## config.mk

```make
export PLATFORM = sky130hd
export DESIGN_NAME = alrf_mul
export DESIGN_NICKNAME = d
export VERILOG_FILES = /design/src/adam_linear_regression_fit_defines.svh /design/src/alrf_pkg.sv /design/src/alrf_mul.sv
export SDC_FILE = /design/constraint.sdc
export NUM_CORES = 2
export LEC_CHECK = 0
export ABC_AREA = 1
export BUFFER_PORTS_ARGS = -buffer_cell sky130_fd_sc_hd__clkbuf_2
export CAP_MARGIN = 40
export CORE_MARGIN = 2
export CORE_UTILIZATION = 65
export DETAILED_ROUTE_END_ITERATION = 16
export PLACE_DENSITY = 0.83
export SYNTH_ARGS = -nofsm -noshare
export SYNTH_HDL_FRONTEND = slang
export SYNTH_SLANG_ARGS = --single-unit
```

## constraint.sdc

```tcl
create_clock -name clk -period 13.6 [get_ports clk]
set_input_delay 1.36 -clock clk [delete_from_list [all_inputs] [get_ports clk]]
set_output_delay 1.36 -clock clk [all_outputs]
set_load 0.01 [all_outputs]
```

## src/adam_linear_regression_fit_defines.svh

```systemverilog
// ----------------------------------------------------------------------------
// Adam linear regression fit - assertion macros
// Shared concurrent assertion forms for the fit block.
// ----------------------------------------------------------------------------
`ifndef ADAM_LINEAR_REGRESSION_FIT_DEFINES_SVH
`define ADAM_LINEAR_REGRESSION_FIT_DEFINES_SVH

// same-cycle implication
`define ALRF_ASSERT_HOLD(lbl, clk, rst_n, ante, cons, msg) \
	lbl: assert property (@(posedge clk) disable iff (!rst_n) (ante) |-> (cons)) \
		else $error(msg);

// next-cycle implication
`define ALRF_ASSERT_NEXT(lbl, clk, rst_n, ante, cons, msg) \
	lbl: assert property (@(posedge clk) disable iff (!rst_n) (ante) |=> (cons)) \
		else $error(msg);

`endif

```

## src/alrf_pkg.sv

```systemverilog
// ----------------------------------------------------------------------------
// alrf_pkg
// Types, constants and saturating Q32.32 helpers for the Adam fit block.
// ----------------------------------------------------------------------------
package alrf_pkg;

	localparam int ALRF_MAX_SAMPLES = 1024;

	localparam logic signed [63:0] Q_ONE   = 64'sh0000_0001_0000_0000;
	localparam logic signed [63:0] EPS_Q   = 64'sd43;
	localparam logic signed [63:0] S64_MAX = 64'sh7FFF_FFFF_FFFF_FFFF;
	localparam logic signed [63:0] S64_MIN = 64'sh8000_0000_0000_0000;

	localparam logic [15:0] ITER_RST = 16'd1000;
	localparam logic [32:0] STEP_RST = 33'd429496730;
	localparam logic [31:0] B1_RST   = 32'd3865470566;
	localparam logic [31:0] B2_RST   = 32'd4290672329;

	typedef enum logic [2:0] {
		CFG_ITER      = 3'd0,
		CFG_STEP      = 3'd1,
		CFG_B1        = 3'd2,
		CFG_B2        = 3'd3,
		CFG_INTERCEPT = 3'd4,
		CFG_SLOPE     = 3'd5
	} cfg_idx_t;

	typedef struct packed {
		logic signed [63:0] feature_value;
		logic signed [63:0] target_value;
		logic               final_sample;
	} sample_t;

	typedef struct packed {
		logic signed [63:0] fitted_intercept;
		logic signed [63:0] fitted_slope;
		logic               samples_dropped;
	} fit_t;

	function automatic logic [63:0] magn(input logic signed [63:0] a);
		logic [63:0] u;
		u = a;
		return a[63] ? (~u + 64'd1) : u;
	endfunction

	function automatic logic signed [63:0] from_magn(input logic neg, input logic [63:0] m);
		if (neg) begin
			return m[63] ? S64_MIN : $signed(~m + 64'd1);
		end
		return m[63] ? S64_MAX : $signed(m);
	endfunction

	function automatic logic signed [63:0] sat_add(input logic signed [63:0] a,
		input logic signed [63:0] b);
		logic signed [64:0] s;
		s = {a[63], a} + {b[63], b};
		if (s[64] != s[63]) begin
			return s[64] ? S64_MIN : S64_MAX;
		end
		return s[63:0];
	endfunction

	function automatic logic signed [63:0] sat_sub(input logic signed [63:0] a,
		input logic signed [63:0] b);
		logic signed [64:0] s;
		s = {a[63], a} - {b[63], b};
		if (s[64] != s[63]) begin
			return s[64] ? S64_MIN : S64_MAX;
		end
		return s[63:0];
	endfunction

endpackage

```

## src/alrf_mul.sv

```systemverilog
// ----------------------------------------------------------------------------
// alrf_mul
// Q32.32 signed multiplier: four 32x32 partial products, round, saturate.
// ----------------------------------------------------------------------------
module alrf_mul import alrf_pkg::*; (
	input  logic               clk,
	input  logic               arst_n,
	input  logic               start,
	input  logic signed [63:0] a,
	input  logic signed [63:0] b,
	output logic               done,
	output logic signed [63:0] res
);

	typedef enum logic [2:0] {
		MUL_IDLE = 3'b001,
		MUL_ACC  = 3'b010,
		MUL_FIN  = 3'b100
	} mul_st_t;

	mul_st_t      st_q;
	logic [63:0]  am_q, bm_q;
	logic         neg_q;
	logic [127:0] acc_q;
	logic [1:0]   ph_q;

	logic [31:0]  a_half, b_half;
	logic [63:0]  pp;
	logic [6:0]   sh;
	logic [127:0] pp_sh, rnd;
	logic [63:0]  mmag;

	assign a_half = ph_q[1] ? am_q[63:32] : am_q[31:0];
	assign b_half = ph_q[0] ? bm_q[63:32] : bm_q[31:0];
	assign pp     = a_half * b_half;
	// weight: lo*lo 0, cross terms 32, hi*hi 64
	assign sh     = {ph_q[1] & ph_q[0], ph_q[1] ^ ph_q[0], 5'd0};
	assign pp_sh  = {64'd0, pp} << sh;
	assign rnd    = acc_q + 128'h8000_0000;
	assign mmag   = (|rnd[127:96]) ? '1 : rnd[95:32];

	always_ff @(posedge clk or negedge arst_n) begin
		if (!arst_n) begin
			st_q  <= MUL_IDLE;
			done  <= 1'b0;
			res   <= '0;
			am_q  <= '0;
			bm_q  <= '0;
			neg_q <= 1'b0;
			acc_q <= '0;
			ph_q  <= '0;
		end else begin
			done <= 1'b0;
			case (st_q)
				MUL_IDLE: begin
					if (start) begin
						am_q  <= magn(a);
						bm_q  <= magn(b);
						neg_q <= a[63] ^ b[63];
						acc_q <= '0;
						ph_q  <= '0;
						st_q  <= MUL_ACC;
					end
				end
				MUL_ACC: begin
					acc_q <= acc_q + pp_sh;
					ph_q  <= ph_q + 2'd1;
					if (ph_q == 2'd3) begin
						st_q <= MUL_FIN;
					end
				end
				MUL_FIN: begin
					res  <= from_magn(neg_q, mmag);
					done <= 1'b1;
					st_q <= MUL_IDLE;
				end
				default: st_q <= MUL_IDLE;
			endcase
		end
	end

endmodule

```

==> results.cfg <==
[synth]
synth_xor_area_share_pct = 3.926
mappedNetlistArea_mm2 = 0.06581
synth_edf_count = 0
synth_nets = 10970
yosysSeqAreaShare_pct = 12.44
yosysUniqueCellTypes = 62
synth_top_family_by_area = adder cells
synth_compound_area_share_pct = 10.60
synthCells = 9546
synth-async-reset-ratio_pct = 100.0
synth_mux_area_share_pct = 0.07605
avgSynthCellArea_um2 = 6.894
yosysWarnings = 0
synth-seq-cells = 327
ys.flop_type = dfrtp_1
synth-simple-area-share_pct = 26.27
synthAdderAreaFrac_pct = 34.80

[final_layout]
fillers = 8259
seq_area_mm2 = 0.008188
nets = 11060
design_area_mm2 = 0.07014
drive_gt1_share_pct = 6.268
area_delta_synth_final_pct = 6.576
multiInputGateArea_mm2 = 0.04997

[place]
port_buffers = 195
hpwlAfterDp_mm = 220.5
postPlaceCellArea_mm2 = 0.06869
gp_congestion = 1.184

[sta]
worst_pin_slew_ns = 1.076
fin_crit_ns = 13.26
post-route-period-util_pct = 97.49
setup-violations-final = 0
rsz0062_at_grt = false
hold_viol = 0
max_slew_margin_pct = 27.50
fin_tns_setup_ns = 0
max_freq_ghz = 0.07542
fin_worst_skew_ns = 0.07707
final-max-slew-violation-count = 0

[clock_network]
clk_latency_ns = 0.69
cts_setup_buffers = 0
cts-buffers-inserted = 41
cts_tree = done
cts_max_level = 2
cts_num_sinks = 327
clock_path_buffers = 3
cts.clk_slew.worst_paths_ns = 0.06
cts-root-buf = clkbuf_16

[setup_path]
worst_path_max_delay_cell = inv_1
arrival_ns = 13.82
crit_fanout = 27
critPathLaunchType = flop
required_ns = 14.16
end_kind = flop
path_class = flop to flop
cpPeakStageDelay_ns = 0.69
cp_common_cell = inv_1
r2r_cells = 45

[job]
max_cap_viol_count = 0

[detailed_routing]
first_pass_iters = 11
vias = 69010
vias_per_cell = 6.257
postRouteAntennaNets = 0
wl_per_cell_um = 24.71
drtIter0Drc = 9566
wirelength_mm = 272.5
route.detailed.drc = 0

[run_status]
status = finished clean

[grt]
grt_pass1_wl_mm = 407.6
grt_pass1_vias = 68990
antenna_found_initial = 9
grt_usage_pct = 52.72
grt_overflow = 0
grt_start_max_net_pins = 107

[floorplanning]
num_rows = 116
io_pins = 196
die-width_um = 322.2
dieArea_mm2 = 0.1038
die_h_um = 322.2
core_area_mm2 = 0.1003
initial_core_util_pct = 65.62

[hold_path]
hp-class = flop to flop
hold_depth = 2
stage by stage:
| step | instances | util, % | setup WS, ns | hold WS (ns) |
|---|---|---|---|---|
| floorplan | 9546 | - | 3.526 | 0.4416 |
| global route | 11030 | 69.92 | 0.02745 | 0.4923 |
| detailed placement | 10950 | 68.50 | 1.008 | 0.4651 |
| finish | 11030 | 69.93 | 0.3412 | 0.4815 |
| global placement | 10930 | 68.28 | 0.8173 | 0.4598 |
| CTS | 11020 | 69.89 | 0.9051 | 0.4830 |
Yosys cell counts (all sizes together) (103+ instances only):
library cell | instances | share of area, %
nor2 | 1666 | 9.7
a21oi | 423 | 3.2
nand2 | 1994 | 11
o21ai | 607 | 4.6
ha | 395 | 7.5
clkbuf | 255 | 1.5
xor2 | 192 | 2.6
inv | 1741 | 9.9
xnor2 | 103 | 1.4
fa | 897 | 27
dfrtp | 326 | 12
nand3 | 307 | 2.3
state kept, by name, summed over array words and instances, names as in the netlist:
name,count
bm_q,64
acc_q,128
ph_q,2
neg_q,1
done,1
res,64
st_q,3
am_q,64
cell usage in the layout (no fill, tap or decap), types with 103 or more instances in the layout:
master       n
a21oi_1    421
buf_4      136
clkbuf_2   194
dfrtp_1    323
fa_1       897
ha_1       394
inv_1     1728
nand2_1   1980
nand3_1    306
nor2_1    1636
o21ai_0    523
xnor2_1    103
xor2_1     192
layer usage:
metal  GRT usage, %  wire (um)  vias to the layer above
li1               -          -                    29550
met1          59.26      88680                    32090
met2          79.20     115100                     5494
met3          18.44      37250                     1868
met4          47.37      31400                       12
met5         0.7870        141                        -
worst paths after layout:
kind | slack, ns | start | endpoint
max reg2reg | 0.34 | ph_q[1]$_DFFE_PN0P_ | acc_q[93]$_DFFE_PN0P_
min | 0.48 | res[47]$_DFFE_PN0P_ | res[47]$_DFFE_PN0P_
min reg2reg | 0.48 | res[47]$_DFFE_PN0P_ | res[47]$_DFFE_PN0P_
max in group asynchronous | 11.04 | arst_n | res[59]$_DFFE_PN0P_
min in group asynchronous | 0.79 | arst_n | acc_q[62]$_DFFE_PN0P_
max | 0.34 | ph_q[1]$_DFFE_PN0P_ | acc_q[93]$_DFFE_PN0P_
area by class of cell:
type,instances,share of cell area (%)
multi-input combinational,7149,71.25
sequential,327,11.67
inverter,1771,9.485
timing repair buffer,346,3.165
tap,1357,2.421
clock buffer,52,1.607
clock inverter,23,0.3818
antenna,5,0.01784
worst max-delay path: cells and delay by family (launching register included):
family / cells / cell delay, ns
compound gates: 18 / 4.30
xor+xnor: 1 / 0.69
fa+ha+maj: 10 / 4.99
buf+inv: 10 / 2.04
flops: 1 / 0.40
simple gates: 6 / 0.70
cells by family after synthesis:
family | count (synthesis)
flops | 327
mux | 5
compound gates | 1287
xor+xnor | 295
fa+ha+maj | 1292
buf+inv | 2070
simple gates | 4270
timing repair:
item,4_1_cts,5_1_grt
hold endpoints to repair,0,0
endpoints found under the setup margin,0,4
gates resized for setup,0,2
hold buffers,0,0
Power is left out: the tool's default activity adds up to more than one toggle a clock period on the data nets, which glitch-free logic cannot reach.
