## config.mk

```make
export PLATFORM = sky130hd
export DESIGN_NAME = alrf_div
export DESIGN_NICKNAME = d
export VERILOG_FILES = /design/src/adam_linear_regression_fit_defines.svh /design/src/alrf_pkg.sv /design/src/alrf_div.sv
export SDC_FILE = /design/constraint.sdc
export NUM_CORES = 1
export LEC_CHECK = 0
export ABC_AREA = 1
export ABC_CLOCK_PERIOD_IN_PS = 3650
export BUFFER_PORTS_ARGS = -buffer_cell sky130_fd_sc_hd__buf_2
export CAP_MARGIN = 20
export CORE_MARGIN = 2
export CORE_UTILIZATION = 60
export DETAILED_ROUTE_END_ITERATION = 6
export PLACE_DENSITY = 0.79
export SLEW_MARGIN = 30
export SYNTH_ARGS = -nofsm -noshare
export SYNTH_HDL_FRONTEND = slang
export SYNTH_SLANG_ARGS = --single-unit
```

## constraint.sdc

```tcl
create_clock -name clk -period 3.65 [get_ports clk]
set_input_delay 1.095 -clock clk [delete_from_list [all_inputs] [get_ports clk]]
set_output_delay 1.095 -clock clk [all_outputs]
set_load 0.01 [all_outputs]
```

## src/adam_linear_regression_fit_defines.svh

```systemverilog
// ----------------------------------------------------------------------------
// Adam linear regression fit - assertion macros
// Shared concurrent assertion forms for the fit block.
// ----------------------------------------------------------------------------
`ifndef ADAM_LINEAR_REGRESSION_FIT_DEFINES_SVH
`define ADAM_LINEAR_REGRESSION_FIT_DEFINES_SVH

// same-cycle implication
`define ALRF_ASSERT_HOLD(lbl, clk, rst_n, ante, cons, msg) \
	lbl: assert property (@(posedge clk) disable iff (!rst_n) (ante) |-> (cons)) \
		else $error(msg);

// next-cycle implication
`define ALRF_ASSERT_NEXT(lbl, clk, rst_n, ante, cons, msg) \
	lbl: assert property (@(posedge clk) disable iff (!rst_n) (ante) |=> (cons)) \
		else $error(msg);

`endif

```

## src/alrf_pkg.sv

```systemverilog
// ----------------------------------------------------------------------------
// alrf_pkg
// Types, constants and saturating Q32.32 helpers for the Adam fit block.
// ----------------------------------------------------------------------------
package alrf_pkg;

	localparam int ALRF_MAX_SAMPLES = 1024;

	localparam logic signed [63:0] Q_ONE   = 64'sh0000_0001_0000_0000;
	localparam logic signed [63:0] EPS_Q   = 64'sd43;
	localparam logic signed [63:0] S64_MAX = 64'sh7FFF_FFFF_FFFF_FFFF;
	localparam logic signed [63:0] S64_MIN = 64'sh8000_0000_0000_0000;

	localparam logic [15:0] ITER_RST = 16'd1000;
	localparam logic [32:0] STEP_RST = 33'd429496730;
	localparam logic [31:0] B1_RST   = 32'd3865470566;
	localparam logic [31:0] B2_RST   = 32'd4290672329;

	typedef enum logic [2:0] {
		CFG_ITER      = 3'd0,
		CFG_STEP      = 3'd1,
		CFG_B1        = 3'd2,
		CFG_B2        = 3'd3,
		CFG_INTERCEPT = 3'd4,
		CFG_SLOPE     = 3'd5
	} cfg_idx_t;

	typedef struct packed {
		logic signed [63:0] feature_value;
		logic signed [63:0] target_value;
		logic               final_sample;
	} sample_t;

	typedef struct packed {
		logic signed [63:0] fitted_intercept;
		logic signed [63:0] fitted_slope;
		logic               samples_dropped;
	} fit_t;

	function automatic logic [63:0] magn(input logic signed [63:0] a);
		logic [63:0] u;
		u = a;
		return a[63] ? (~u + 64'd1) : u;
	endfunction

	function automatic logic signed [63:0] from_magn(input logic neg, input logic [63:0] m);
		if (neg) begin
			return m[63] ? S64_MIN : $signed(~m + 64'd1);
		end
		return m[63] ? S64_MAX : $signed(m);
	endfunction

	function automatic logic signed [63:0] sat_add(input logic signed [63:0] a,
		input logic signed [63:0] b);
		logic signed [64:0] s;
		s = {a[63], a} + {b[63], b};
		if (s[64] != s[63]) begin
			return s[64] ? S64_MIN : S64_MAX;
		end
		return s[63:0];
	endfunction

	function automatic logic signed [63:0] sat_sub(input logic signed [63:0] a,
		input logic signed [63:0] b);
		logic signed [64:0] s;
		s = {a[63], a} - {b[63], b};
		if (s[64] != s[63]) begin
			return s[64] ? S64_MIN : S64_MAX;
		end
		return s[63:0];
	endfunction

endpackage

```

## src/alrf_div.sv

```systemverilog
// ----------------------------------------------------------------------------
// alrf_div
// Restoring divider, one quotient bit per cycle. Q mode divides (a<<32)/b,
// integer mode a/b; truncates toward zero and saturates.
// ----------------------------------------------------------------------------
module alrf_div import alrf_pkg::*; (
	input  logic               clk,
	input  logic               arst_n,
	input  logic               start,
	input  logic               mean,
	input  logic signed [63:0] a,
	input  logic signed [63:0] b,
	output logic               done,
	output logic signed [63:0] res
);

	typedef enum logic [2:0] {
		DIV_IDLE = 3'b001,
		DIV_RUN  = 3'b010,
		DIV_FIN  = 3'b100
	} div_st_t;

	div_st_t      st_q;
	logic [127:0] dvd_q;
	logic [63:0]  d_q, r_q, q_q;
	logic         ovf_q, neg_q, asgn_q, zero_q, dz_q;
	logic [6:0]   cnt_q;

	logic [63:0]  n_w, d_w, rs, rn;
	logic         ge;

	assign n_w = magn(a);
	assign d_w = magn(b);
	assign rs  = {r_q[62:0], dvd_q[127]};
	assign ge  = r_q[63] | (rs >= d_q);
	assign rn  = ge ? (rs - d_q) : rs;

	always_ff @(posedge clk or negedge arst_n) begin
		if (!arst_n) begin
			st_q   <= DIV_IDLE;
			done   <= 1'b0;
			res    <= '0;
			dvd_q  <= '0;
			d_q    <= '0;
			r_q    <= '0;
			q_q    <= '0;
			ovf_q  <= 1'b0;
			neg_q  <= 1'b0;
			asgn_q <= 1'b0;
			zero_q <= 1'b0;
			dz_q   <= 1'b0;
			cnt_q  <= '0;
		end else begin
			done <= 1'b0;
			case (st_q)
				DIV_IDLE: begin
					if (start) begin
						dvd_q  <= mean ? {64'd0, n_w} : {32'd0, n_w, 32'd0};
						d_q    <= d_w;
						r_q    <= '0;
						q_q    <= '0;
						ovf_q  <= 1'b0;
						neg_q  <= a[63] ^ b[63];
						asgn_q <= a[63];
						zero_q <= (n_w == 64'd0);
						dz_q   <= (d_w == 64'd0);
						cnt_q  <= '0;
						st_q   <= ((n_w == 64'd0) || (d_w == 64'd0)) ? DIV_FIN : DIV_RUN;
					end
				end
				DIV_RUN: begin
					r_q   <= rn;
					dvd_q <= {dvd_q[126:0], 1'b0};
					q_q   <= {q_q[62:0], ge};
					ovf_q <= ovf_q | q_q[63];
					cnt_q <= cnt_q + 7'd1;
					if (cnt_q == 7'd127) begin
						st_q <= DIV_FIN;
					end
				end
				DIV_FIN: begin
					if (zero_q) begin
						res <= '0;
					end else if (dz_q) begin
						res <= asgn_q ? S64_MIN : S64_MAX;
					end else begin
						res <= from_magn(neg_q, ovf_q ? '1 : q_q);
					end
					done <= 1'b1;
					st_q <= DIV_IDLE;
				end
				default: st_q <= DIV_IDLE;
			endcase
		end
	end

endmodule

```

==> impl_results.md <==
- Die Wd: 223 um
- Number of synthesized flops with an enable pin: 0
- VDD IR max: 0.516 mV
- Post-synthesis sequential area ratio: 0.347
- Global-route wire length before repair: 146000 um
- Tcrit/Tclk final: 0.866
- Cell area after layout: 32000 um2
- Post-route minimum period: roughly 3.2 ns
- Commonest non-fill, non-tap cell in the layout: nand2_1
- Clk_lat worst skew: a little under 0.6 ns
- Crit-path cells: ha_1 > fa_1 > nand3b_1 > nand2_1 > a21oi_2 > o21bai_1 > a21boi_0 > o21ai_0 > xnor2_1 > nand2_1 > nand2_1 > o21ai_1
- Crit path DAT: 3.60 ns
- Clock sink count: 400
- Status: finished, final reports clean
- CTS root buffer: clkbuf_16
- Highest-count cells in the layout ignoring fill and taps: nand2_1 (1292), nor2_1 (629), inv_1 (487), dfrtp_1 (397), o21ai_0 (226)
- Clock transition at path regs: around 0.060 ns
- Layout cells sized above 1: 0.0928
- Setup bufs post-CTS: 0
- Crit end category: flip-flop
- Site Rows: 80
- Worst slew pin tran: 0.893 ns
- Setup TNS: 0 ns
- Vias: 29938
- Initial core utilization: 0.606
- Mapped cell area: 28900 um2
- Synth Register Bits: 400
- Final Skew: 0.0300 ns
- GRT busiest layer: met2
- P per Cell Area: 737 nW/um2
- Largest buffer count on any clock path: 3
- Global Route met1 Usage: 0.542
- Buffers and inverters on the worst path: 0
- Vias in the first global route: roughly 27000
- Initial antenna violation count: 3
- Global routing met2 resource utilization: 0.556
- DRC violations left: 0
- Cell mode on critical path: nand2_1
- FMAX: 0.316 GHz
- Cell family with most CP delay: compound AO/OA/AOI/OAI gates
- Die height: 223 um
- Max_cap viols: 0
- Synth-to-layout area growth: 10.9%
- Async set-reset flop share out of synthesis: 1.00
- Cts hold-fix bufs: 0
- Post-Syn Instances: 4386
- Fin nets: 4725
- H-tree depth: 2
- Leakage power: about 0.016 uW
- Max Slew Vio Count: 0
- IO Count: between 150 and 200
- Core area: 47600 um2
- Via density: 5.79
- Die area: 49900 um2
- Critical Path Start Type: flip-flop
- Hold Path Class: flip-flop to flip-flop
- DR iter-0 viols: 3350
- IO Port Bufs: 196
- Crit Path Class: flip-flop to flip-flop
- Critical-path top delay cell: dfrtp_1
- CP required: 4.09 ns
- Yosys warns: 0
- Final Hold Vio Count: 0
- Hpwl dp: 70100 um
- All-Layer GR Usage: 0.363
- Final setup violation count: 0
- Post-synthesis net count: 4587
- GR Overflow Total: 0
- Detailed Route WL: 91800 um
- TritonCTS clock tree: done
- Total placed instance area: slightly above 30000 um2
- Largest net degree at the start of global routing: 176
- CP max FO: 3
- Drt first pass iters: 7
- Met3 usage: 0.0440
- RSZ-0062 raised after global routing: no
- Avg WL per Cell: about 18 um
- Synth cell types: 63
- GP Congestion: slightly above 1
- Routed Antenna Nets: 0
- Total CTS buffers: 42
- Largest stage delay on the critical path: 0.48 ns
- Slew HR: 0.404
- Post-CTS resize count: 0
- Syn Area/Cell: 6.58 um2
- Most used DFF post-synth: dfrtp_1
## cell families after synthesis
| kind of cell | after synthesis | share of synthesized area |
|---|---|---|
| adder cells (fa/ha/maj) | 69 | 0.0302 |
| multiplexers | 1 | 0.000347 |
| XOR/XNOR | 99 | 0.0301 |
| AND/OR/NAND/NOR | 2369 | 0.342 |
| buffers and inverters | 666 | 0.0906 |
| flip-flops | 400 | 0.347 |
| AO/OA/AOI/OAI | 782 | 0.160 |
## state kept, by name, indices dropped and copies added, names as in the netlist
register and cells:
dvd_q 128, zero_q 1, q_q 64, st_q 3, r_q 64, neg_q 1
d_q 64, asgn_q 1, done 1, dz_q 1, ovf_q 1, res 64
cnt_q 7
## layout make-up
| cell class | instances | area (um2) |
|---|---|---|
| multi-input cells | 3320 | 16200 |
| well taps | 615 | 769 |
| diodes | 1 | 2.50 |
| inverters | 499 | 1880 |
| fillers | 4409 | 15700 |
| flip-flops and latches | 400 | 10000 |
| repair buffers | 261 | 1580 |
| clock inverters | 20 | 303 |
| clock buffers | 58 | 1200 |
## Yosys cell counts (3+ instances only)
cell type | n | share of area
o21ai_1 | 73 | 0.013
clkbuf_1 | 110 | 0.014
nor2_1 | 631 | 0.082
a22o_1 | 10 | 0.0030
o21ai_0 | 226 | 0.039
nand3_1 | 220 | 0.038
nor3_2 | 3 | 0.0010
nand3b_1 | 33 | 0.0086
a21oi_1 | 152 | 0.026
nor3b_1 | 4 | 0.0010
inv_1 | 491 | 0.064
clkinv_1 | 3 | 0.00039
o21bai_1 | 16 | 0.0042
a21boi_0 | 7 | 0.0018
inv_2 | 5 | 0.00065
buf_2 | 20 | 0.0035
buf_1 | 22 | 0.0029
buf_4 | 9 | 0.0023
nor3_1 | 42 | 0.0073
nand2_1 | 1292 | 0.17
o22ai_1 | 115 | 0.025
a21oi_2 | 3 | 0.00091
a21o_1 | 20 | 0.0052
a22oi_1 | 26 | 0.0068
or2_2 | 9 | 0.0020
a31oi_1 | 51 | 0.011
nor2_2 | 23 | 0.0050
nor4_1 | 10 | 0.0022
buf_6 | 5 | 0.0020
o31ai_1 | 7 | 0.0018
dfrtp_1 | 399 | 0.35
o211ai_1 | 35 | 0.0091
ha_1 | 68 | 0.029
nand2_2 | 9 | 0.0020
o21a_1 | 12 | 0.0031
xor2_1 | 55 | 0.017
xnor2_1 | 44 | 0.013
and3_1 | 4 | 0.00087
nand4_1 | 62 | 0.013
a221o_1 | 9 | 0.0031
o21ai_2 | 4 | 0.0012
nand3_2 | 3 | 0.0010
nor2_4 | 16 | 0.0062
## worst register-to-register path: stages, from the launching register on
cell and delay, ns:
dfrtp_1 0.48, ha_1 0.27, fa_1 0.40, nand3b_1 0.17, nand2_1 0.15, a21oi_2 0.12, o21bai_1 0.41, a21boi_0 0.30
o21ai_0 0.40, xnor2_1 0.17, nand2_1 0.07, nand2_1 0.06, o21ai_1 0.07
## per-stage QoR
step | setup slack, ns | power, uW | utilization | hold WS (ns) | instances
floorplan | 0.833 | 15300 | - | 0.421 | 4386
global placement | 0.0896 | 18500 | 0.640 | 0.455 | 5095
detailed placement | 0.110 | 18600 | 0.640 | 0.461 | 5095
CTS | 0.556 | 23300 | 0.671 | 0.477 | 5173
global route | 0.351 | 25300 | 0.671 | 0.489 | 5174
finish | 0.489 | 23600 | 0.671 | 0.471 | 5174
## layer usage
metal	part of all wire	up-vias
li1	-	14564
met1	0.46	13928
met2	0.43	1280
met3	0.079	164
met4	0.029	2
met5	0.00014	-
## worst paths after layout
kind                                           from             endpoint  slack (ns)  cells past startpoint
worst max-delay path             d_q[0]$_DFFE_PN0P_  r_q[36]$_DFFE_PN0P_        0.49                     12
worst min-delay path            res[17]$_DFFE_PN0P_  res[17]$_DFFE_PN0P_        0.47                      1
worst max register to register   d_q[0]$_DFFE_PN0P_  r_q[36]$_DFFE_PN0P_        0.49                     12
worst min register to register  res[17]$_DFFE_PN0P_  res[17]$_DFFE_PN0P_        0.47                      1
max in group asynchronous                    arst_n  res[10]$_DFFE_PN0P_        2.31                      2
min in group asynchronous                    arst_n   r_q[8]$_DFFE_PN0P_        0.50                      1
## power breakdown
| group | switching [uW] | leakage [uW] | total [uW] | internal (uW) |
|---|---|---|---|---|
| Sequential | 792 | 0.00531 | 6580 | 5790 |
| Combinational | 8340 | 0.0103 | 12400 | 4030 |
| Clock | 1860 | 0.000734 | 4620 | 2760 |
No activity file was read; power rests on OpenSTA's default activity.
