## config.mk

```make
export PLATFORM = sky130hd
export DESIGN_NAME = alrf_sqrt
export DESIGN_NICKNAME = d
export VERILOG_FILES = /design/src/adam_linear_regression_fit_defines.svh /design/src/alrf_pkg.sv /design/src/alrf_sqrt.sv
export SDC_FILE = /design/constraint.sdc
export NUM_CORES = 1
export LEC_CHECK = 0
export BUFFER_PORTS_ARGS = -buffer_cell sky130_fd_sc_hd__buf_2
export CAP_MARGIN = 40
export CORE_UTILIZATION = 47
export DETAILED_ROUTE_END_ITERATION = 6
export PLACE_DENSITY = 0.69
export SYNTH_ARGS = -nofsm -noshare
export SYNTH_HDL_FRONTEND = slang
export SYNTH_SLANG_ARGS = --single-unit
```

## constraint.sdc

```tcl
create_clock -name clk -period 3.5 [get_ports clk]
set_input_delay 0 -clock clk [delete_from_list [all_inputs] [get_ports clk]]
set_output_delay 0 -clock clk [all_outputs]
set_load 0.02 [all_outputs]
```

## src/adam_linear_regression_fit_defines.svh

```systemverilog
// ----------------------------------------------------------------------------
// Adam linear regression fit - assertion macros
// Shared concurrent assertion forms for the fit block.
// ----------------------------------------------------------------------------
`ifndef ADAM_LINEAR_REGRESSION_FIT_DEFINES_SVH
`define ADAM_LINEAR_REGRESSION_FIT_DEFINES_SVH

// same-cycle implication
`define ALRF_ASSERT_HOLD(lbl, clk, rst_n, ante, cons, msg) \
	lbl: assert property (@(posedge clk) disable iff (!rst_n) (ante) |-> (cons)) \
		else $error(msg);

// next-cycle implication
`define ALRF_ASSERT_NEXT(lbl, clk, rst_n, ante, cons, msg) \
	lbl: assert property (@(posedge clk) disable iff (!rst_n) (ante) |=> (cons)) \
		else $error(msg);

`endif

```

## src/alrf_pkg.sv

```systemverilog
// ----------------------------------------------------------------------------
// alrf_pkg
// Types, constants and saturating Q32.32 helpers for the Adam fit block.
// ----------------------------------------------------------------------------
package alrf_pkg;

	localparam int ALRF_MAX_SAMPLES = 1024;

	localparam logic signed [63:0] Q_ONE   = 64'sh0000_0001_0000_0000;
	localparam logic signed [63:0] EPS_Q   = 64'sd43;
	localparam logic signed [63:0] S64_MAX = 64'sh7FFF_FFFF_FFFF_FFFF;
	localparam logic signed [63:0] S64_MIN = 64'sh8000_0000_0000_0000;

	localparam logic [15:0] ITER_RST = 16'd1000;
	localparam logic [32:0] STEP_RST = 33'd429496730;
	localparam logic [31:0] B1_RST   = 32'd3865470566;
	localparam logic [31:0] B2_RST   = 32'd4290672329;

	typedef enum logic [2:0] {
		CFG_ITER      = 3'd0,
		CFG_STEP      = 3'd1,
		CFG_B1        = 3'd2,
		CFG_B2        = 3'd3,
		CFG_INTERCEPT = 3'd4,
		CFG_SLOPE     = 3'd5
	} cfg_idx_t;

	typedef struct packed {
		logic signed [63:0] feature_value;
		logic signed [63:0] target_value;
		logic               final_sample;
	} sample_t;

	typedef struct packed {
		logic signed [63:0] fitted_intercept;
		logic signed [63:0] fitted_slope;
		logic               samples_dropped;
	} fit_t;

	function automatic logic [63:0] magn(input logic signed [63:0] a);
		logic [63:0] u;
		u = a;
		return a[63] ? (~u + 64'd1) : u;
	endfunction

	function automatic logic signed [63:0] from_magn(input logic neg, input logic [63:0] m);
		if (neg) begin
			return m[63] ? S64_MIN : $signed(~m + 64'd1);
		end
		return m[63] ? S64_MAX : $signed(m);
	endfunction

	function automatic logic signed [63:0] sat_add(input logic signed [63:0] a,
		input logic signed [63:0] b);
		logic signed [64:0] s;
		s = {a[63], a} + {b[63], b};
		if (s[64] != s[63]) begin
			return s[64] ? S64_MIN : S64_MAX;
		end
		return s[63:0];
	endfunction

	function automatic logic signed [63:0] sat_sub(input logic signed [63:0] a,
		input logic signed [63:0] b);
		logic signed [64:0] s;
		s = {a[63], a} - {b[63], b};
		if (s[64] != s[63]) begin
			return s[64] ? S64_MIN : S64_MAX;
		end
		return s[63:0];
	endfunction

endpackage

```

## src/alrf_sqrt.sv

```systemverilog
// ----------------------------------------------------------------------------
// alrf_sqrt
// Digit-by-digit square root of v<<32, one result bit per cycle.
// ----------------------------------------------------------------------------
module alrf_sqrt import alrf_pkg::*; (
	input  logic               clk,
	input  logic               arst_n,
	input  logic               start,
	input  logic signed [63:0] v,
	output logic               done,
	output logic signed [63:0] res
);

	typedef enum logic [2:0] {
		SQ_IDLE = 3'b001,
		SQ_RUN  = 3'b010,
		SQ_FIN  = 3'b100
	} sq_st_t;

	sq_st_t      st_q;
	logic [95:0] rad_q;
	logic [49:0] rem_q;
	logic [47:0] root_q;
	logic [5:0]  cnt_q;
	logic        zero_q;

	logic [51:0] rs, trial, diff;
	logic        ge;

	assign rs    = {rem_q, rad_q[95:94]};
	assign trial = {2'd0, root_q, 2'b01};
	assign ge    = (rs >= trial);
	assign diff  = rs - trial;

	always_ff @(posedge clk or negedge arst_n) begin
		if (!arst_n) begin
			st_q   <= SQ_IDLE;
			done   <= 1'b0;
			res    <= '0;
			rad_q  <= '0;
			rem_q  <= '0;
			root_q <= '0;
			cnt_q  <= '0;
			zero_q <= 1'b0;
		end else begin
			done <= 1'b0;
			case (st_q)
				SQ_IDLE: begin
					if (start) begin
						rad_q  <= {v, 32'd0};
						rem_q  <= '0;
						root_q <= '0;
						cnt_q  <= '0;
						// negative or zero operand gives zero
						zero_q <= v[63] || (v == 64'sd0);
						st_q   <= SQ_RUN;
					end
				end
				SQ_RUN: begin
					rem_q  <= ge ? diff[49:0] : rs[49:0];
					root_q <= {root_q[46:0], ge};
					rad_q  <= {rad_q[93:0], 2'b00};
					cnt_q  <= cnt_q + 6'd1;
					if (cnt_q == 6'd47) begin
						st_q <= SQ_FIN;
					end
				end
				SQ_FIN: begin
					res  <= zero_q ? 64'sd0 : $signed({16'd0, root_q});
					done <= 1'b1;
					st_q <= SQ_IDLE;
				end
				default: st_q <= SQ_IDLE;
			endcase
		end
	end

endmodule
```

==> results of run 1 <==
flip-flops by register name, summed over array words and instances (netlist names):
name and count:
root_q 48, zero_q 1, rem_q 50, st_q 3
rad_q 64, cnt_q 6, done 1, res 48
routing by layer:
metal / global-route usage / share of wire / wire, um
met5: 0 / 0 / 0
met4: 0.05498 / 0.018 / 553
met1: 0.3331 / 0.46 / 14170
met3: 0.03512 / 0.054 / 1684
met2: 0.4012 / 0.47 / 14620
how the worst max path moves through the flow:
stage	start	to	slack, ps	cells after the start
floorplan	rem_q[33]	rem_q[23]	510	13
global placement	rem_q[15]	rem_q[45]	100	12
detailed placement	rem_q[15]	rem_q[45]	80	12
CTS	rem_q[15]	rem_q[45]	80	12
global route	rem_q[15]	rem_q[45]	9	12
finish	rem_q[15]	rem_q[45]	130	12
power by group:
part / switching [mW] / internal [mW]
sequential: 0 / 2.56
clock: 1.05 / 1.50
combinational: 0.109 / 0.0849
total: 1.16 / 4.15
synthesized netlist by cell type, types with 17 or more instances:
cell type | number | area share
o22ai_1 | 109 | 0.058
nand2_1 | 141 | 0.045
ha_1 | 51 | 0.054
buf_4 | 18 | 0.011
clkbuf_1 | 62 | 0.020
nand4_1 | 17 | 0.0090
o21ai_0 | 62 | 0.026
a21oi_1 | 68 | 0.029
nor4_1 | 20 | 0.011
o31ai_1 | 53 | 0.034
nor2_1 | 165 | 0.053
xor2_1 | 17 | 0.013
inv_1 | 62 | 0.020
dfrtp_1 | 220 | 0.47
xnor2_1 | 31 | 0.023
mux2i_1 | 19 | 0.016
a21o_1 | 17 | 0.011
o21ai_1 | 35 | 0.015
cell type report:
type	instances	share of cell area
Clock inverter	8	0.005939
Tap cell	324	0.02830
Clock buffer	37	0.05031
Sequential cell	221	0.3862
Multi-Input combinational cell	946	0.4034
Timing Repair Buffer	215	0.1093
Inverter	63	0.01651
worst register-to-register path, delay by kind of cell, from the launching register on:
kind,cells,cell delay (ps)
DFF,1,430
adders and majority gates,1,330
xor gates and xnor gates,1,160
and+or+nand+nor,4,960
AOI/OAI and AO/OA,6,1390
metrics by stage:
step                      hold slack, ps  cells
after floorplan                   -295.6   1321
after global placement             139.5   1698
after detailed placement           146.7   1700
after CTS                          183.9   1812
after global routing               217.0   1814
final                              99.28   1814
cell families after synthesis:
| family | count (synthesis) | synth area share |
|---|---|---|
| xor+xnor | 48 | 0.03566 |
| simple gates | 396 | 0.1456 |
| other cells | 1 | 0.0003181 |
| compound gates | 416 | 0.2234 |
| buf+inv | 154 | 0.05541 |
| flops | 221 | 0.4693 |
| fa+ha+maj | 51 | 0.05413 |
| mux | 19 | 0.01613 |
timing repair:
| item | 4_1_cts | 5_1_grt |
|---|---|---|
| setup buffers | 0 | 2 |
| gates resized for setup | 0 | 15 |
| hold buffers | 67 | 0 |
| setup endpoints to repair | 0 | 18 |
| endpoints found under the hold margin | 179 | 0 |
==> results.yml, run 1 <==
clock_network:
  cts_sinks: 221
  clkLatencyLatePin_ps: 530
  cts-root-buf: "clkbuf_16"
  h-tree-depth: 1
  clk_path_buf_depth: 3
  numCtsBuffers: 25
  clk_pin_slew_ps: 60
  cts_tree: "built"
yosys:
  ys_warn_count: 0
  synth_edf_count: 0
  synth.distinct_cells: 63
  async_flop_share: 1.000
  ys_ff_latch: 221
  synth_area_sq_um: 11790
  ys_seq_area_frac: 0.4693
  ys.flop_type: "dfrtp_1"
  synthesis.instances: 1306
  avgSynthCellArea_sq_um: 9.026
timing:
  postLayoutSetupSlackWorst_ps: 132.9
  setup_tns_ps: 0
  period_needed_ps: 3367
  rsz0062_at_grt: "no"
  setup-violations-final: 0
  tightest_slew_ps: 913.5
  period_share: 0.9620
  hold_viol: 0
  finClkSkew_ps: 6.603
  max-slew-margin-rel: 0.3910
  slew_viol_final: 0
  max_freq_mhz: 297.0
global_routing:
  grt_max_degree: 118
  grt_pass1_vias: 10259
  grt_usage: 0.2410
  gr-total-overflow: 0
  grt_pass1_wl_mm: 51.27
  antenna_found_initial: 0
setup_path:
  reg2reg_to: "rem_q[45]"
  crit_buf_inv: 0
  end_kind: "flip-flop"
  critPathTopFamily: "compound AO/OA/AOI/OAI gates"
  path_class: "reg -> reg"
  startpoint_type: "flip-flop"
  crit_path_frequent_cell: "o21ai_2"
  ff2ff_setup_slack_ps: 130
  worstRegToRegCells: 12
  critPathArrivalTime_ps: 3780
  cpMaxStageDelayCell: "or4_1"
  r2r_start: "rem_q[15]"
  cp.required_ps: 3910
  slowest_delay_ps: 560
  crit_chain: "ha_4 > nand3_2 > or4_1 > a2111o_1 > a31oi_1 > nor4_1 > nor3b_4 > o41ai_4 > a21oi_2 > o21ai_2 > xnor2_1 > o21ai_2"
  crit_fanout: 7
layout:
  final_util: 0.5856
  n_antenna_cell: 0
  fillers: 2120
  syn_to_final_growth_pct: 21.54
  multi_input_area_sq_um: 5779
  regArea_sq_um: 5533
  fin_area_sq_um: 14330
  drive_gt1_frac: 0.1416
  nets: 1590
  final_cell_mix: "dfrtp_1 (219), nor2_1 (164), nand2_1 (138)"
  layout_commonest_cell: "dfrtp_1"
drt:
  viasPerCell: 5.730
  drt_iter0_markers: 681
  wl_mm: 31.02
  ant_nets: 0
  drc: 0
  drt-pass1-iter-count: 7
  avgRoutedWirePerCell_um: 17.10
  vias: 10395
die:
  die_h_um: 160.4
  rows: 57
  die-area_sq_um: 25720
  core_sq_um: 24460
  chipWidth_um: 160.4
  initial_core_util: 0.4819
  num_io_pins: 132
power_and_ir_drop:
  p_total_mw: 5.305
  p_leak_nw: 7.159
  power_density_nw_per_um2: 370.3
  ir_worst_vdd_v: 0.0002956
place:
  portBuffers: 115
  placed_area_sq_um: 12750
  dpl_worst_slack_ps: 80.82
  gp_congestion: 0.8965
  hpwlAfterDp_mm: 20.31
run_status:
  status: "complete, no violations"
flow_run:
  maxCapViolations: 0
worst_hold_path:
  min-delay-path-class: "in -> async"
Power figures use the tool's default switching activity.
==> inputs of run 2 (changes only) <==
--- a/config.mk
+++ b/config.mk
@@ -7,7 +7,10 @@
 export LEC_CHECK = 0
 export BUFFER_PORTS_ARGS = -buffer_cell sky130_fd_sc_hd__buf_2
 export CAP_MARGIN = 40
+export CORE_ASPECT_RATIO = 1.2
+export CORE_MARGIN = 5
 export CORE_UTILIZATION = 47
+export CTS_BUF_LIST = sky130_fd_sc_hd__clkbuf_8
 export DETAILED_ROUTE_END_ITERATION = 6
 export PLACE_DENSITY = 0.69
 export SYNTH_ARGS = -nofsm -noshare
==> run 2 against run 1 <==
Compared with the run above:
- via count increased by 0.22%
- global-route usage shrank 2.2 points
- critical endpoint is now rem_q[43]
- clock skew is 25 ps higher
- count of clock-buffer cells in the layout grew 13
- total power down 0.20%
- critical path type unchanged
- final cell count grew 1.6%
- sequential power is essentially flat
- largest power group unchanged
- fmax fell by 0.38%
==> results.yml, run 2 (synthesized netlist as in run 1, its figures left out) <==
place:
  dpl_worst_slack_ps: 53.69
  hpwlAfterDp_mm: 20.35
  portBuffers: 115
  placed_area_sq_um: 12760
  gp_congestion: 0.8814
drt:
  drc: 0
  ant_nets: 0
  vias: 10418
  wl_mm: 31.34
  drt_iter0_markers: 517
  drt-pass1-iter-count: 5
  viasPerCell: 5.653
  avgRoutedWirePerCell_um: 17.00
setup_path:
  cp.required_ps: 3950
  cpMaxStageDelayCell: "or4_4"
  end_kind: "flip-flop"
  critPathArrivalTime_ps: 3830
  ff2ff_setup_slack_ps: 120
  crit_buf_inv: 2
  crit_chain: "ha_4 > nand3_2 > or4_4 > a2111o_1 > a31oi_2 > nor4_2 > buf_4 > nor3b_4 > o41ai_4 > buf_4 > a41oi_2 > xor2_1 > o21ai_1"
  startpoint_type: "flip-flop"
  critPathTopFamily: "compound AO/OA/AOI/OAI gates"
  crit_path_frequent_cell: "buf_4"
  path_class: "reg -> reg"
  slowest_delay_ps: 530
  crit_fanout: 6
clock_network:
  clk_path_buf_depth: 3
  cts_sinks: 221
  cts-root-buf: "clkbuf_8"
  clk_pin_slew_ps: 60
  clkLatencyLatePin_ps: 540
  numCtsBuffers: 37
  h-tree-depth: 2
  cts_tree: "built"
layout:
  syn_to_final_growth_pct: 22.79
  final_cell_mix: "dfrtp_1 (219), nor2_1 (164), nand2_1 (138)"
  largest_reg_flops: 64
  nets: 1607
  regMostFlops: "rad_q"
  fillers: 2170
  n_antenna_cell: 0
  reg_top3: "rad_q: 64 flops, rem_q: 50 flops"
  drive_gt1_frac: 0.1673
  final_util: 0.5848
  fin_area_sq_um: 14470
  layout_commonest_cell: "dfrtp_1"
die:
  die_h_um: 183.5
  num_io_pins: 132
  rows: 63
  initial_core_util: 0.4762
  core_sq_um: 24750
  die-area_sq_um: 28360
  chipWidth_um: 154.6
power_and_ir_drop:
  switchingPower_mw: 1.219
  ir_worst_vdd_v: 0.0002601
  p_clk_frac: 0.481
  p_seq_frac: 0.483
  power_density_nw_per_um2: 365.8
  p_sw_frac: 0.2302
  p_leak_nw: 7.241
  p_int_mw: 4.076
  combPwrFrac: 0.036
timing:
  slew_viol_final: 0
  hold_viol: 0
  setup-violations-final: 0
  max-slew-margin-rel: 0.4241
  period_share: 0.9657
  postLayoutSetupSlackWorst_ps: 119.9
  hold_ws_ps: 46.75
  finClkSkew_ps: 31.12
  period_needed_ps: 3380
  max_freq_mhz: 295.9
  tightest_slew_ps: 863.9
global_routing:
  grt_usage: 0.2191
  gr-total-overflow: 0
  grt_pass1_wl_mm: 52.19
  grt_max_degree: 114
  grt_pass1_vias: 10486
  antenna_found_initial: 1
run_status:
  status: "complete, no violations"
flow_run:
  maxCapViolations: 0
worst_hold_path:
  min-delay-path-class: "in -> reg"
-- run 2: worst min-delay path, cell delays in order --
cell,delay (ps)
buf_2,120
nor4bb_1,180
a22o_1,230
-- run 2: repair_timing --
| action | in CTS | in global routing |
|---|---|---|
| hold buffers | 66 | 0 |
| hold endpoints to repair | 176 | 0 |
| gates resized for setup | 0 | 29 |
| setup buffers | 0 | 10 |
| endpoints found under the setup margin | 0 | 33 |
-- run 2: worst paths after layout --
check | cells after the start | startpoint | to
worst max register to register | 13 | rem_q[15] | rem_q[43]
min in group asynchronous | 2 | arst_n | rad_q[41]
max in group asynchronous | 3 | arst_n | rad_q[72]
worst min-delay path | 3 | start | rad_q[33]
worst min register to register | 2 | res[19] | res[19]
worst max-delay path | 13 | rem_q[15] | rem_q[43]
-- run 2: per-layer routing --
metal / vias up / wire [um] / track usage
met4: 2 / 617 / 0.06396
met1: 4991 / 13660 / 0.2865
met2: 335 / 15100 / 0.3691
met5: - / 13 / 0
met3: 56 / 1940 / 0.04686
li1: 5034 / - / -
-- run 2: cell type report --
class                      instances  area, sq um  area share
timing repair buffer             220         1632      0.1127
tap                              325        406.6     0.02809
inverter                          63        236.5     0.01634
sequential                       221         5533      0.3823
multi-input combinational        946         5832      0.4029
clock buffer                      50        688.2     0.04754
clock inverter                    18        146.4     0.01011
-- run 2: power groups by stage --
stage / logic, mW / clock network [mW] / registers [mW]
after floorplan: 0.0352 / 0 / 2.60
after global placement: 0.132 / 0 / 2.60
after detailed placement: 0.132 / 0 / 2.60
after CTS: 0.187 / 2.61 / 2.55
after global routing: 0.212 / 2.73 / 2.55
final: 0.193 / 2.55 / 2.55
-- run 2: per-stage QoR --
stage               power, mW  TNS, ps  instances
floorplan               2.638        0       1321
global placement        2.734        0       1696
detailed placement      2.734        0       1699
CTS                     5.353        0       1833
global route            5.491   -18.04       1843
finish                  5.295        0       1843
==> inputs of run 3 (changes only) <==
--- a/config.mk
+++ b/config.mk
@@ -5,14 +5,14 @@
 export SDC_FILE = /design/constraint.sdc
 export NUM_CORES = 1
 export LEC_CHECK = 0
-export BUFFER_PORTS_ARGS = -buffer_cell sky130_fd_sc_hd__buf_2
 export CAP_MARGIN = 40
 export CORE_ASPECT_RATIO = 1.2
 export CORE_MARGIN = 5
 export CORE_UTILIZATION = 47
 export CTS_BUF_LIST = sky130_fd_sc_hd__clkbuf_8
 export DETAILED_ROUTE_END_ITERATION = 6
-export PLACE_DENSITY = 0.69
+export DONT_BUFFER_PORTS = 1
+export PLACE_DENSITY = 0.65
 export SYNTH_ARGS = -nofsm -noshare
 export SYNTH_HDL_FRONTEND = slang
 export SYNTH_SLANG_ARGS = --single-unit
==> run 3 against run 2 <==
Compared with the run above:
- utilization fell by 2.4 points
- largest cell class unchanged
- critical path depth did not move
- total power fell by 1.4%
- sequential share of layout area rose by 1.6 points
- sequential cell count did not move
- register-to-register slack improved by 30 ps
- the flow now finishes with violations (design-rule violations, negative hold slack)
==> results.yml, run 3 (synthesized netlist as in run 1, its figures left out) <==
clock_network:
  clkLatencyLatePin_ps: 540
  clk_path_buf_depth: 3
  clk_pin_slew_ps: 70
  numCtsBuffers: 39
  cts_tree: "built"
  cts-root-buf: "clkbuf_8"
  holdBufCountCts: 68
  cts_sinks: 221
  h-tree-depth: 2
drt:
  ant_nets: 0
  wl_mm: 30.85
  drc: 2
  viasPerCell: 5.782
  drt-pass1-iter-count: 7
  vias: 10008
  avgRoutedWirePerCell_um: 17.82
  drt_iter0_markers: 605
setup_path:
  cp.required_ps: 3910
  crit_fanout: 5
  worstRegToRegCells: 13
  critPathArrivalTime_ps: 3750
  ff2ff_setup_slack_ps: 150
  path_class: "reg -> reg"
  reg2reg_to: "rem_q[45]"
  startpoint_type: "flip-flop"
  r2r_start: "rem_q[17]"
  end_kind: "flip-flop"
layout:
  nets: 1494
  n_antenna_cell: 0
  drive_gt1_frac: 0.09175
  final_util: 0.5609
  layout_commonest_cell: "dfrtp_1"
  final_cell_mix: "dfrtp_1 (219), nor2_1 (165), nand2_1 (138)"
  reg_top3: "rad_q: 64 flops, rem_q: 50 flops"
  syn_to_final_growth_pct: 17.78
  largest_reg_flops: 64
  fin_cells: 1731
  regMostFlops: "rad_q"
run_status:
  status: "complete, but fails checks"
  violations: "design-rule violations, negative hold slack"
worst_hold_path:
  min-delay-path-class: "in -> async"
power_and_ir_drop:
  p_leak_nw: 6.735
  combPwrFrac: 0.017
  power_density_nw_per_um2: 376.0
  p_total_mw: 5.220
  p_clk_frac: 0.494
  ir_worst_vdd_v: 0.0002798
  p_int_mw: 4.075
  p_sw_frac: 0.2193
  p_seq_frac: 0.490
  switchingPower_mw: 1.145
die:
  rows: 63
  core_sq_um: 24750
  die-area_sq_um: 28360
  die_h_um: 183.5
  initial_core_util: 0.4762
  chipWidth_um: 154.6
  num_io_pins: 132
timing:
  hold_viol: 221
  slew_viol_final: 0
  period_needed_ps: 3349
  setup-violations-final: 0
  max_freq_mhz: 298.6
  period_share: 0.9567
  rsz0062_at_grt: "yes"
  tightest_slew_ps: 844.0
  hold_ws_ps: -835.1
  max-slew-margin-rel: 0.4373
  postLayoutSetupSlackWorst_ps: 151.5
  finClkSkew_ps: 20.80
global_routing:
  grt_usage: 0.2129
  grt_max_degree: 222
  grt_pass1_wl_mm: 50.67
  antenna_found_initial: 0
  gr-total-overflow: 0
  grt_pass1_vias: 10104
place:
  gp_congestion: 0.9105
  portBuffers: 0
  hpwlAfterDp_mm: 19.82
  dpl_worst_slack_ps: 118.9
  numPlacedInstances: 1585
flow_run:
  maxCapViolations: 0
==> run 3: cell types whose count changed in the layout (fill, tap and decap cells not counted), sizes merged <==
cell / delta
buf: -118
inv: +6
clkbuf: +2
clkinv: -2
clkinvlp: -2
dlygate4sd3: +2
==> run 3: worst max-delay path by stage <==
stage | startpoint | to | slack (ps)
after floorplan | rem_q[33] | rem_q[23] | 510
after global placement | rem_q[27] | rem_q[2] | 130
after detailed placement | rem_q[8] | rem_q[2] | 120
after CTS | rem_q[4] | rem_q[2] | 90
after global routing | root_q[8] | rem_q[42] | -50
final | rem_q[17] | rem_q[45] | 150
==> run 3: stage by stage <==
step / instance area [sq um] / setup TNS, ps
after floorplan: 11840 / 0
after global placement: 12100 / 0
after detailed placement: 12170 / 0
after CTS: 13710 / 0
after global routing: 13880 / -102.0
final: 13880 / 0
==> run 3: power by group through the flow <==
stage | Combinational, mW | Sequential [mW] | Clock [mW]
after floorplan | 0.0352 | 2.60 | 0
after CTS | 0.0842 | 2.56 | 2.63
after global routing | 0.0910 | 2.55 | 2.76
after detailed placement | 0.0222 | 2.60 | 0
after global placement | 0.0222 | 2.60 | 0
final | 0.0867 | 2.56 | 2.58
==> run 3: critical path, cell delays in order, from the launching register on <==
cell	delay (ps)
dfrtp_1	420
ha_4	310
nand3_2	110
or4_4	530
a2111o_1	370
a31oi_2	170
nor4_1	70
buf_4	150
nor3b_4	160
o41ai_4	440
a21oi_2	140
o21ai_2	140
xnor2_1	140
o21ai_2	60
==> run 3: area by class of cell <==
cell class,count,area [sq um]
Multi-Input combinational cell,946,5807
Timing Repair Buffer,105,1046
Clock inverter,20,152.6
Inverter,63,236.5
Sequential cell,221,5533
Fill cell,2204,10870
Clock buffer,51,701.9
Tap cell,325,406.6
==> run 3: per-layer routing <==
metal	routed length [um]	part of all wire	track usage	vias up
met5	0	0	0	-
met4	821	0.027	0.06890	0
met3	2026	0.066	0.04756	67
met2	14910	0.48	0.3556	329
met1	13100	0.42	0.2767	4818
li1	-	-	-	4794
==> run 3: what timing repair did <==
action / CTS / global route
endpoints found under the setup margin: 0 / 23
resized for setup: 0 / 19
hold endpoints to repair: 287 / 221
setup buffers: 0 / 6
